$ cat src/design/bba_pkg.sv
// package for the buddy block allocator: beat types and shared constants
`default_nettype none
package bba_pkg;
    localparam int unsigned OffsetWidth = 10;
    localparam int unsigned SizeWidth   = 32;
    localparam int unsigned OrderWidth  = 6;

    typedef enum logic {
        ACT_ALLOC = 1'b0,
        ACT_FREE  = 1'b1
    } t_action;

    typedef struct packed {
        logic                   action;
        logic [SizeWidth-1:0]   request_size;
        logic [OffsetWidth-1:0] block_offset;
    } t_req;

    typedef struct packed {
        logic                   ok;
        logic [OffsetWidth-1:0] granted_offset;
        logic [OrderWidth-1:0]  granted_order;
    } t_rsp;
endpackage
`default_nettype wire

$ cat src/design/bba_order_calc.sv
// iterative ceil(log2) of a request size, one bit per cycle
`default_nettype none
module bba_order_calc (
    input  wire logic                           i_clk,
    input  wire logic                           i_rst_n,
    input  wire logic                           i_go,
    input  wire logic [bba_pkg::SizeWidth-1:0]  i_size,
    output logic                                o_done,
    output logic [bba_pkg::OrderWidth-1:0]      o_order
);
    logic [bba_pkg::SizeWidth-1:0]  r_val, n_val;
    logic [bba_pkg::OrderWidth-1:0] r_cnt, n_cnt;
    logic                           r_run, n_run;
    logic                           r_done, n_done;

    always_comb begin
        n_val  = r_val;
        n_cnt  = r_cnt;
        n_run  = r_run;
        n_done = 1'b0;
        if (i_go) begin
            n_val = (i_size <= bba_pkg::SizeWidth'(1)) ? '0 : i_size - bba_pkg::SizeWidth'(1);
            n_cnt = '0;
            n_run = 1'b1;
        end else if (r_run) begin
            if (r_val == '0) begin
                n_run  = 1'b0;
                n_done = 1'b1;
            end else begin
                n_val = r_val >> 1;
                n_cnt = r_cnt + bba_pkg::OrderWidth'(1);
            end
        end
    end

    always_ff @(posedge i_clk) begin
        if (!i_rst_n) begin
            r_run  <= 1'b0;
            r_done <= 1'b0;
        end else begin
            r_run  <= n_run;
            r_done <= n_done;
        end
        r_val <= n_val;
        r_cnt <= n_cnt;
    end

    assign o_done  = r_done;
    assign o_order = r_cnt;
endmodule
`default_nettype wire

$ cat config.mk
export PLATFORM = sky130hd
export DESIGN_NAME = bba_order_calc
export DESIGN_NICKNAME = d
export VERILOG_FILES = /design/src/design/bba_pkg.sv /design/src/design/bba_order_calc.sv
export SDC_FILE = /design/constraint.sdc
export NUM_CORES = 1
export LEC_CHECK = 0
export ABC_CLOCK_PERIOD_IN_PS = 3500
export BUFFER_PORTS_ARGS = -buffer_cell sky130_fd_sc_hd__buf_2
export CAP_MARGIN = 20
export CORE_MARGIN = 2
export CORE_UTILIZATION = 55
export DETAILED_ROUTE_END_ITERATION = 12
export GPL_TIMING_DRIVEN = 0
export PLACE_DENSITY = 0.78
export SLEW_MARGIN = 20
export SYNTH_ARGS = -nofsm -noshare
export SYNTH_HDL_FRONTEND = slang
export SYNTH_SLANG_ARGS = --single-unit
$ cat constraint.sdc
create_clock -name i_clk -period 3.5 [get_ports i_clk]
set_clock_uncertainty 0.2 [all_clocks]
set_input_delay 0.175 -clock i_clk [delete_from_list [all_inputs] [get_ports i_clk]]
set_output_delay 0.175 -clock i_clk [all_outputs]
set_load 0.005 [all_outputs]
* Word level (Yosys, flattened, before mapping)
Index checks and enable logic that the tools add are counted.
Word-level totals: register bits 40, output and inout port bits 7, word-level logic and storage cells 24
Cells by class: add/subtract/negate cells 2, $lt $le $gt $ge 1, eq/ne operators 1, muxes and demuxes 8, bitwise operators 3, reductions and logical operators 5
Operators with widths (count):
- 32-bit two-way mux | 4
- 32-bit by 1-bit <= comparator with 1-bit output (second input constant) | 1
- 32-bit zero test | 1
- 32-bit by 1-bit subtractor with 32-bit output (second input constant) | 1
- 6-bit by 1-bit adder with 6-bit output (second input constant) | 1
- 1-bit two-way mux | 4
- 2-bit AND reduction | 2
- 1-bit inverter | 3
- 3-bit OR reduction | 1
- 2-bit != test (second input constant) | 1
- 2-bit nonzero test | 1

* Logic depth before layout (Yosys ltp)
Gate-level depths: netlist (run 1).
depth after elaboration 4, depth in mapped cells 7, depth with buffers taken out 7

* Least setup slack after synthesis (run 1)
No wires, ideal clock.
path type register to register, start point register r_val[14] (netlist bit), end point register r_run, setup time 0.121 ns, arrival 2.466 ns, required time 3.179 ns, path slack 0.713 ns, stages on the path, launching flop included 6, period minus slack after synthesis 2.787 ns, cell sequence edfxtp_1 nor4_1 nand2_1 o41ai_2 nand2_1 and2_1
On the way: cells in the longest elaborated chain, start to end 4
RTL lines:
- from (decl) | RTL line bba_order_calc.sv:11 | logic [bba_pkg::SizeWidth-1:0] r_val, n_val;
- from (signal assigned) | RTL line bba_order_calc.sv:44 | r_val <= n_val;
- 32-bit zero test | RTL line bba_order_calc.sv:26 | if (r_val == '0) begin
- 1-bit two-way mux | RTL line bba_order_calc.sv:26
- 1-bit two-way mux | RTL line bba_order_calc.sv:25 | end else if (r_run) begin
- 1-bit two-way mux | RTL line bba_order_calc.sv:21 | if (i_go) begin
- to (signal assigned) | RTL line bba_order_calc.sv:41 | r_run <= n_run;
- to (decl) | RTL line bba_order_calc.sv:13 | logic r_run, n_run;
Every way passes these cells. A chain may end at the register's enable or synchronous reset.

* Worst setup path in the final report (run 1)
start point register r_val[6] (netlist bit), end point register r_run
Same word-level chain as after synthesis.

==> results of run 1 <==
final cells by class:
| class | count | area [um2] | share of cell area |
|---|---|---|---|
| multi-input cells | 183 | 1300 | 0.4452 |
| clock buffers | 5 | 68.82 | 0.02356 |
| clock inverters | 3 | 42.54 | 0.01457 |
| repair buffers | 41 | 210.2 | 0.07198 |
| inverters | 3 | 11.26 | 0.003856 |
| flip-flops and latches | 40 | 1121 | 0.3839 |
| plain buffers | 12 | 101.3 | 0.03470 |
| well taps | 52 | 65.06 | 0.02228 |
worst max-delay path: stages, from the launching register on:
cell,delay (ns)
edfxtp_1,0.39
nor4_1,0.35
nand2_1,0.18
o41ai_2,0.73
nand2_2,0.64
and2_1,0.37
state kept, by name (all words and copies together), names as in the netlist:
signal / cells
o_done: 1
o_order: 6
r_run: 1
r_val: 32
metrics by stage:
stage            util  setup slack [ns]
6_report       0.6661            0.5237
3_5_place_dp   0.6384            0.5623
5_1_grt        0.6661            0.2600
2_1_floorplan       -            0.7133
3_3_place_gp   0.6378            0.1569
4_1_cts        0.6661            0.5399
cells in the mapped netlist (2+ instances only):
cell type	number	area, um2
buf_2	3	15.01
nor3_1	10	50.05
nor4_1	19	118.9
or4_1	3	22.52
inv_1	3	11.26
dfxtp_1	8	160.2
ha_1	3	37.54
or2_2	2	12.51
a211oi_1	17	127.6
o31a_1	2	17.52
nand2_1	11	41.29
nor2_1	33	123.9
xnor2_1	26	227.7
edfxtp_1	32	960.9
nand3_1	2	10.01
nand4_1	2	12.51
nor4_2	5	62.56
or3_1	5	31.28
xor2_1	3	26.28
o2bb2ai_1	9	78.83
clkbuf_8	3	41.29
a21oi_1	5	25.02
clkbuf_1	3	11.26
o21ai_0	4	20.02
nor4_4	3	63.81
buf_6	3	33.78
a211oi_2	4	50.05
power by group:
group | switching, mW | total, mW | internal [mW]
sequential | 0.0255 | 0.591 | 0.565
clock | 0.164 | 0.375 | 0.211
combinational | 0.0879 | 0.155 | 0.0670
metal layers:
| metal | GRT usage | part of all wire | routed length [um] |
|---|---|---|---|
| met5 | 0 | 0 | 0 |
| met4 | 0.09224 | 0.016 | 90 |
| met3 | 0.04079 | 0.054 | 308 |
| met2 | 0.3519 | 0.48 | 2722 |
| met1 | 0.3276 | 0.45 | 2594 |
path summary, 6_finish.rpt:
| check | endpoint | from | slack [ns] | cells past startpoint |
|---|---|---|---|---|
| setup reg to reg | r_run$_SDFF_PN0_ | r_val[6]$_DFFE_PP_ | 0.52 | 5 |
| hold / removal | r_val[31]$_SDFFCE_PP0P_ | i_size[31] | 0.06 | 3 |
| setup / recovery | r_run$_SDFF_PN0_ | r_val[6]$_DFFE_PP_ | 0.52 | 5 |
| hold reg to reg | o_order[4]$_SDFFE_PP0P_ | o_order[4]$_SDFFE_PP0P_ | 0.31 | 2 |
cell families (layout without fill, tap and decap cells):
family,Yosys count,in the layout,synth area share
flops,40,40,0.4429
fa+ha+maj,3,3,0.01483
mux,1,1,0.003955
compound gates,44,44,0.1389
buf+inv,15,64,0.04449
xor+xnor,29,29,0.1003
simple gates,106,106,0.2546
repair_timing:
item,4_1_cts,5_1_grt
hold buffers,1,0
hold endpoints to repair,2,0
setup endpoints to repair,0,0
==> results.md, run 1 <==
* Library cells used by synthesis at 42
* Total chip power at 1.121 mW
* Pleak at 0.9748 nW
* Final TNS setup at 0 ns
* # Post-CTS Setup Buffers at 0
* Worst EP arrival at 2.97 ns
* Synth Flop Type: edfxtp_1
* Final period util at 0.8504
* Worst slew pin tran at 0.7737 ns
* DP HPWL at 4258 um
* Final Critical Period at 2.976 ns
* Worst-Skew Late Latency at 0.29 ns
* Clock sinks at 40
* Num rows at 24
* Asr flop ratio synth at 0
* Commonest non-fill, non-tap cell in the layout: buf_2
* Post-Layout Inst Area at 2920 um2
* Total CTS buffers at 5
* RSZ-0062 raised after global routing: false
* EDFF count, synth at 32
* Worst EP required at 3.49 ns
* Final wirelength at 5716 um
* Total Routing Usage GR at 0.2309
* Synth Register Bits at 40
* Chip Height at 71.84 um
* Synthesized instance count at 238
* DRT iter0 DRCs at 135
* Slew HR at 0.4824
* ANT nets after route at 0
* Clock-pin slew on the worst setup and hold paths at 0.08 ns
* Total die area at 5161 um2
* Crit-path max FO at 33
* Synthesized area at 2531 um2
* Setup CP Type: flop to flop
* Seq/Total Area, Yosys at 0.4429
* Root buffer cell: clkbuf_8
* Nets at 324
* TritonCTS clock tree: done
* Antenna violations before repair at 0
* FMAX at 336.0 MHz
* Vias in the first global route at 1,926
* Area growth syn-to-layout at 15.37%
* # fillers at 364
* Core area at 4384 um2
* Detailed Routing Iterations Pass 1 at 4
* Slew Limit Fails at 0
* Hold Crit Class: primary input to flop
* First-pass GRT wire length at 9197 um
* Mapped Nets at 276
* Layout cells sized above 1 at 0.2753
* Routed vias/inst at 6.027
* WL/cell at 16.86 um
* Leading cell types in the layout, fill and taps excluded: buf_2, nor2_1, edfxtp_1, xnor2_1, nor4_1
* YS warnings at 0
* RD Place Congestion at 0.8033
* Die width at 71.84 um
* Crit start category: flop
* Initial Utilization at 0.5773
* Setup violators final at 0
* Clock buffer depth at 2
* Post_cts resized at 0
* Status: finished clean
* Maximum level of the CTS H-tree at 2
* Post-Syn Area per Cell at 10.64 um2
* PortBufs at 40
* Pwr dens at 383.9 nW/um2
* # diodes at 0
* Cells after DPL at 330
* Cell Count, Final, Fillers Out at 339
* Area after detailed placement at 2799 um2
* Critical Path End Type: flop
* Largest net degree at the start of global routing at 34
* DR DRC count at 0
* Max cap viols at 0
* Final hold viol count at 0
* Via Count at 2,043
* WHS at 0.06295 ns
* Peak VDD IR at 0.0002817 V
* Total grt overflow at 0
* I/O Pins at 42
Power figures use the tool's default switching activity.
==> run 2: changes to the inputs <==
--- a/config.mk
+++ b/config.mk
@@ -8,7 +8,6 @@
 export ABC_CLOCK_PERIOD_IN_PS = 3500
 export BUFFER_PORTS_ARGS = -buffer_cell sky130_fd_sc_hd__buf_2
 export CAP_MARGIN = 20
-export CORE_MARGIN = 2
 export CORE_UTILIZATION = 55
 export DETAILED_ROUTE_END_ITERATION = 12
 export GPL_TIMING_DRIVEN = 0
==> results.md, run 2 (synthesis results as in run 1) <==
* Max incr delay on CP at 0.73 ns (about the same)
* Slew Limit Fails at 0 (unchanged)
* DR DRC count at 0 (unchanged)
* RSZ-0062 raised after global routing: false (unchanged)
* Nets at 324 (unchanged)
* RD Place Congestion at 0.8272 (was 0.8033)
* Root buffer cell: clkbuf_8 (unchanged)
* Via Count at 2,073 (was 2,043)
* Hold Crit Class: primary input to flop (unchanged)
* WL/cell at 16.64 um (was 16.86 um)
* Maximum level of the CTS H-tree at 2 (unchanged)
* Setup CP Type: flop to flop (unchanged)
* Final TNS setup at 0 ns (unchanged)
* # fillers at 362 (was 364)
* Layout cells sized above 1 at 0.2753 (unchanged)
* Worst EP required at 3.49 ns (about the same)
* Status: finished clean (unchanged)
* Initial Utilization at 0.5773 (unchanged)
* Worst EP arrival at 2.95 ns (was 2.97 ns)
* Leading cell types in the layout, fill and taps excluded: buf_2, nor2_1, edfxtp_1, xnor2_1, nor4_1 (unchanged)
* Worst-Skew Late Latency at 0.29 ns (about the same)
* Max cap viols at 0 (unchanged)
* Pwr dens at 361.1 nW/um2 (was 383.9 nW/um2)
* Post_cts resized at 0 (unchanged)
* Critical path depth in cells at 5 (unchanged)
* Clock power share at 0.288 (was 0.335)
* FMAX at 338.6 MHz (was 336.0 MHz)
* PortBufs at 40 (unchanged)
* Chip Height at 69.84 um (was 71.84 um)
* ANT nets after route at 0 (unchanged)
* Seq pwr share at 0.564 (was 0.527)
* Core area at 4384 um2 (unchanged)
* Total Routing Usage GR at 0.2437 (was 0.2309)
* Crit start category: flop (unchanged)
* Total CTS buffers at 5 (unchanged)
* Cell Chain, Critical Path: nor4_1 -> nand2_1 -> o41ai_2 -> nand2_2 -> and2_1 (unchanged)
* Cells after DPL at 330 (unchanged)
* Detailed Routing Iterations Pass 1 at 5 (was 4)
* Setup violators final at 0 (unchanged)
* Final period util at 0.8439 (was 0.8504)
* I/O Pins at 42 (unchanged)
* Worst Reg-to-Reg Cells at 5 (unchanged)
* Cell Count, Final, Fillers Out at 339 (unchanged)
* Antenna violations before repair at 0 (unchanged)
* Slew HR at 0.4799 (was 0.4824)
* Worst slew pin tran at 0.7775 ns (was 0.7737 ns)
* Final Util at 0.6607 (was 0.6661)
* Total chip power at 1.046 mW (was 1.121 mW)
* Largest net degree at the start of global routing at 34 (unchanged)
* DP HPWL at 4229 um (was 4258 um)
* Commonest non-fill, non-tap cell in the layout: buf_2 (unchanged)
* Switching Fraction at 0.2629 (was 0.2477)
* Slowest-stage cell, CP: o41ai_2 (unchanged)
* Clock buffer depth at 2 (unchanged)
* Total grt overflow at 0 (unchanged)
* Final Critical Period at 2.954 ns (was 2.976 ns)
* # diodes at 0 (unchanged)
* Max FFs per register at 32 (unchanged)
* Routed vias/inst at 6.115 (was 6.027)
* Biggest register: r_val (unchanged)
* Peak VDD IR at 0.0003128 V (was 0.0002817 V)
* Die width at 69.84 um (was 71.84 um)
* TritonCTS clock tree: done (unchanged)
* First-pass GRT wire length at 9349 um (was 9197 um)
* Num rows at 24 (unchanged)
* Area growth syn-to-layout at 14.43% (was 15.37%)
* Final hold viol count at 0 (unchanged)
* Buf/Inv on CP at 0 (unchanged)
* Top Family by Delay on Critical Path: simple AND/OR/NAND/NOR gates (unchanged)
* Hold Path Stages at 2 (was 3)
* Clock sinks at 40 (unchanged)
* Final wirelength at 5640 um (was 5716 um)
* Total die area at 4878 um2 (was 5161 um2)
* Pleak at 0.9686 nW (was 0.9748 nW)
* Sw Pwr at 274.9 uW (was 277.7 uW)
* Area of the multi-input gates at 1300 um2 (unchanged)
* Critical Path End Type: flop (unchanged)
* Combinational Power Share at 0.148 (was 0.138)
* Crit-path max FO at 33 (unchanged)
* P_int at 771.0 uW (was 843.4 uW)
* DRT iter0 DRCs at 131 (was 135)
* Vias in the first global route at 1,971 (was 1,926)
* Register area at 1121 um2 (unchanged)
* Clock-pin slew on the worst setup and hold paths at 0.08 ns (about the same)
==> run 2: cell types whose count changed in the layout (fill, tap and decap cells not counted), sizes merged <==
| cell | delta |
|---|---|
| bufinv | -1 |
| clkinvlp | -1 |
| clkinv | +2 |
==> run 2: layer usage <==
layer / vias to the layer above / global-route usage / part of all wire
met2: 73 / 0.3878 / 0.48
met3: 7 / 0.04942 / 0.055
met4: 0 / 0.07111 / 0.013
li1: 1006 / - / -
met5: - / 0 / 0
met1: 987 / 0.3371 / 0.46
==> run 2: worst reg2reg max path: cells and delay by family, from the launching register on <==
kind / cells / cell delay [ns]
compound gates: 1 / 0.73
flops: 1 / 0.44
simple gates: 4 / 1.48
==> run 2: final timing paths <==
path | from | end | slack, ns
worst min register to register | o_order[4]$_SDFFE_PP0P_ | o_order[4]$_SDFFE_PP0P_ | 0.33
worst max-delay path | r_val[9]$_DFFE_PP_ | r_run$_SDFF_PN0_ | 0.55
worst max register to register | r_val[9]$_DFFE_PP_ | r_run$_SDFF_PN0_ | 0.55
worst min-delay path | i_size[0] | r_val[0]$_DFFE_PP_ | 0.04
==> run 2: area by class of cell <==
cell class	count	share of cell area
Buffer	12	0.03499
Clock buffer	5	0.02376
Clock inverter	3	0.006479
Inverter	3	0.003888
Multi-Input combinational cell	183	0.4488
Sequential cell	40	0.3870
Tap cell	52	0.02246
Timing Repair Buffer	41	0.07257
==> run 2: through the flow <==
step                      setup WS [ns]  hold slack (ns)  area, um2
final                            0.5463          0.04309       2897
after global routing             0.3233          0.05393       2897
after CTS                        0.5357          0.03489       2897
after detailed placement         0.5486           0.2011       2799
after floorplan                  0.7133          0.09671       2531
after global placement           0.1728           0.1950       2796
==> run 2: power groups by stage <==
stage               Combinational (mW)  Sequential [mW]  Clock [mW]
floorplan                       0.0925            0.592           0
global placement                 0.148            0.599           0
detailed placement               0.152            0.600           0
CTS                              0.154            0.589       0.306
global route                     0.170            0.595       0.322
finish                           0.155            0.590       0.301
==> run 2: repair_timing <==
action,in CTS,in global routing
buffers inserted,0,0
endpoints found under the hold margin,2,0
setup endpoints to repair,0,0
hold buffers,1,0
==> run 3: changes to the inputs <==
--- a/config.mk
+++ b/config.mk
@@ -5,13 +5,14 @@
 export SDC_FILE = /design/constraint.sdc
 export NUM_CORES = 1
 export LEC_CHECK = 0
-export ABC_CLOCK_PERIOD_IN_PS = 3500
+export ABC_AREA = 1
+export ABC_CLOCK_PERIOD_IN_PS = 2900
 export BUFFER_PORTS_ARGS = -buffer_cell sky130_fd_sc_hd__buf_2
 export CAP_MARGIN = 20
 export CORE_UTILIZATION = 55
 export DETAILED_ROUTE_END_ITERATION = 12
 export GPL_TIMING_DRIVEN = 0
-export PLACE_DENSITY = 0.78
+export PLACE_DENSITY = 0.77
 export SLEW_MARGIN = 20
 export SYNTH_ARGS = -nofsm -noshare
 export SYNTH_HDL_FRONTEND = slang
==> constraint.sdc (replaced) <==
create_clock -name i_clk -period 2.9 [get_ports i_clk]
set_clock_uncertainty 0.2 [all_clocks]
set_input_delay 0.145 -clock i_clk [delete_from_list [all_inputs] [get_ports i_clk]]
set_output_delay 0.145 -clock i_clk [all_outputs]
set_load 0.005 [all_outputs]
==> results.md, run 3 <==
* Status: finished clean (unchanged)
* Commonest non-fill, non-tap cell in the layout: nand2_1 (was buf_2)
* Routed vias/inst at 5.072 (was 6.115)
* WL/cell at 12.60 um (was 16.64 um)
* Total Routing Usage GR at 0.2697 (was 0.2437)
* Num rows at 25 (was 24)
* Crit-path max FO at 32 (was 33)
* Worst EP arrival at 2.05 ns (was 2.95 ns)
* RD Place Congestion at 0.9094 (was 0.8272)
* Setup violators final at 0 (unchanged)
* Critical Path End Type: flop (unchanged)
* Largest family of logic cells by synthesized area: simple AND/OR/NAND/NOR gates (unchanged)
* Synth cell count leaders: nand2_1, nor2_1, inv_1, edfxtp_1, nand3_1 (was nor2_1, edfxtp_1, xnor2_1, nor4_1, a211oi_1)
* Detailed Routing Iterations Pass 1 at 4 (was 5)
* Mapped Nets at 434 (was 276)
* Vias in the first global route at 2,434 (was 1,971)
* Synth Register Bits at 40 (unchanged)
* Total die area at 5413 um2 (was 4878 um2)
* Biggest register: r_val (unchanged)
* Slew HR at 0.5080 (was 0.4799)
* DRT iter0 DRCs at 152 (was 131)
* Final hold viol count at 0 (unchanged)
* Cell Chain, Critical Path: dlygate4sd3_1 -> clkbuf_2 -> clkinv_1 -> clkbuf_1 -> nand2_2 (was nor4_1 -> nand2_1 -> o41ai_2 -> nand2_2 -> and2_1)
* Cell Count, Final, Fillers Out at 513 (was 339)
* Worst slew pin tran at 0.7354 ns (was 0.7775 ns)
* Chip Height at 73.58 um (was 69.84 um)
* R2R Setup Slk at 0.62 ns (was 0.55 ns)
* YS warnings at 0 (unchanged)
* Final period util at 0.8019
* RSZ-0062 raised after global routing: false (unchanged)
* Final TNS setup at 0 ns (unchanged)
* DP HPWL at 5155 um (was 4229 um)
* Total CTS buffers at 5 (unchanged)
* Synthesized area at 2818 um2 (was 2531 um2)
* Final wirelength at 6466 um (was 5640 um)
* Library cells used by synthesis at 30 (was 42)
* Layout cells sized above 1 at 0.1704 (was 0.2753)
* Seq/Total Area, Yosys at 0.3979 (was 0.4429)
* Post_cts resized at 0 (unchanged)
* Post-synthesis adder-cell area fraction at 0.01332 (was 0.01483)
* WHS at 0.04784 ns (was 0.04309 ns)
* First-pass GRT wire length at 10,750 um (was 9349 um)
* Worst EP required at 2.63 ns (was 3.49 ns)
* Core area at 4817 um2 (was 4384 um2)
* FMAX at 430.0 MHz
* Setup ws final at 0.5745 ns (was 0.5463 ns)
* Clock buffer depth at 2 (unchanged)
* Hold Crit Class: primary input to flop (unchanged)
* Antenna violations before repair at 0 (unchanged)
* Root buffer cell: clkbuf_8 (unchanged)
* Clock sinks at 40 (unchanged)
* Top cell type's share of synthesized area at 0.3410 (was 0.3796)
* Top-count cell post-synth: nand2_1 (was nor2_1)
* Slowest-stage cell, CP: nand2_2 (was o41ai_2)
* # fillers at 476 (was 362)
* Yosys top cell by area: edfxtp_1 (unchanged)
* Max FFs per register at 32 (unchanged)
* Peak VDD IR at 0.0002146 V (was 0.0003128 V)
* Setup CP Type: primary input to flop (was flop to flop)
* Cells after DPL at 503 (was 330)
* Placement Setup Slack at 0.6165 ns (was 0.5486 ns)
* Nets at 483 (was 324)
* Total grt overflow at 0 (unchanged)
* Synthesized instance count at 396 (was 238)
* Max incr delay on CP at 0.62 ns (was 0.73 ns)
* Crit start category: primary input (was flop)
* Complex-gate fraction of the synthesized area at 0.07060 (was 0.1389)
* Maximum level of the CTS H-tree at 2 (unchanged)
* Via Count at 2,602 (was 2,073)
* ANT nets after route at 0 (unchanged)
* EDFF count, synth at 32 (unchanged)
* Clock-pin slew on the worst setup and hold paths at 0.07 ns (was 0.08 ns)
* I/O Pins at 42 (unchanged)
* Post-Syn Area per Cell at 7.115 um2 (was 10.64 um2)
* Asr flop ratio synth at 0 (unchanged)
* Area growth syn-to-layout at 13.77% (was 14.43%)
* Final Critical Period at 2.326 ns
* Top post-synthesis cells by area: edfxtp_1, nand2_1, nor2_1, dfxtp_1, inv_1 (was edfxtp_1, xnor2_1, dfxtp_1, a211oi_1, nor2_1)
* # diodes at 0 (unchanged)
* Slew Limit Fails at 0 (unchanged)
* Pwr dens at 402.0 nW/um2 (was 361.1 nW/um2)
* Largest net degree at the start of global routing at 33 (was 34)
* Max cap viols at 0 (unchanged)
* Final Util at 0.6655 (was 0.6607)
* Worst-Skew Late Latency at 0.29 ns (about the same)
* Synth Flop Type: edfxtp_1 (unchanged)
* DR DRC count at 0 (unchanged)
* Initial Utilization at 0.5849 (was 0.5773)
* Xor/xnor share of the synthesized area at 0.07149 (was 0.1003)
* TritonCTS clock tree: done (unchanged)
* Post-Synth Simple-Gate Area at 0.3823 (was 0.2546)
* Die width at 73.58 um (was 69.84 um)
* Pleak at 1.364 nW (was 0.9686 nW)
* Leading cell types in the layout, fill and taps excluded: nand2_1, nor2_1, buf_2, inv_1, edfxtp_1 (was buf_2, nor2_1, edfxtp_1, xnor2_1, nor4_1)
* PortBufs at 40 (unchanged)
* Mux share of post-synthesis cell area at 0 (was 0.003955)
## run 3: routing by layer
layer,vias up,routed length (um),track usage
met4,0,151,0.1154
met3,12,297,0.04252
met2,82,2960,0.4434
met1,1153,3057,0.3523
met5,-,0,0
li1,1355,-,-
## run 3: final cells by class
type / instances / area, um2 / area share
Buffer: 7 / 42.54 / 0.01327
Clock buffer: 7 / 76.32 / 0.02381
Clock inverter: 1 / 5.005 / 0.001561
Inverter: 37 / 138.9 / 0.04333
Multi-Input combinational cell: 312 / 1518 / 0.4735
Sequential cell: 40 / 1121 / 0.3497
Tap cell: 67 / 83.83 / 0.02615
Timing Repair Buffer: 42 / 220.2 / 0.06870
## run 3: cell families (layout without fill, tap and decap cells)
family	after synthesis	after routing
AOI/OAI and AO/OA	36	36
xor gates and xnor gates	23	23
adders and majority gates	3	3
buffers and inverters	44	94
DFF	40	40
and+or+nand+nor	250	250
## run 3: critical path, delay by kind of cell
family | cells | cell delay [ns]
buffers and inverters | 4 | 1.28
and+or+nand+nor | 1 | 0.62
## run 3: per-stage QoR
step / instance area (um2) / power [mW]
2_1_floorplan: 2818 / 0.8565
3_3_place_gp: 3102 / 0.9358
3_5_place_dp: 3104 / 0.9436
4_1_cts: 3206 / 1.293
5_1_grt: 3206 / 1.358
6_report: 3206 / 1.289
## run 3: final timing paths
| kind | startpoint | end | cells after the start |
|---|---|---|---|
| max | i_go | r_val[30]$_DFFE_PP_ | 5 |
| min | i_size[31] | r_val[31]$_SDFFCE_PP0P_ | 3 |
| max reg2reg | r_val[5]$_DFFE_PP_ | r_val[30]$_DFFE_PP_ | 7 |
| min reg2reg | o_order[5]$_SDFFE_PP0P_ | o_order[5]$_SDFFE_PP0P_ | 2 |
## run 3: what timing repair did
item                      in CTS  in global routing
hold endpoints to repair       2                  0
buffers inserted               0                  0
hold buffers                   2                  0
## run 3: where the power goes
group,switching [mW],internal [mW],leakage [nW]
clock network,0.185,0.169,0.0422
logic,0.140,0.0808,0.927
registers,0.0287,0.685,0.395
total,0.354,0.935,1.36
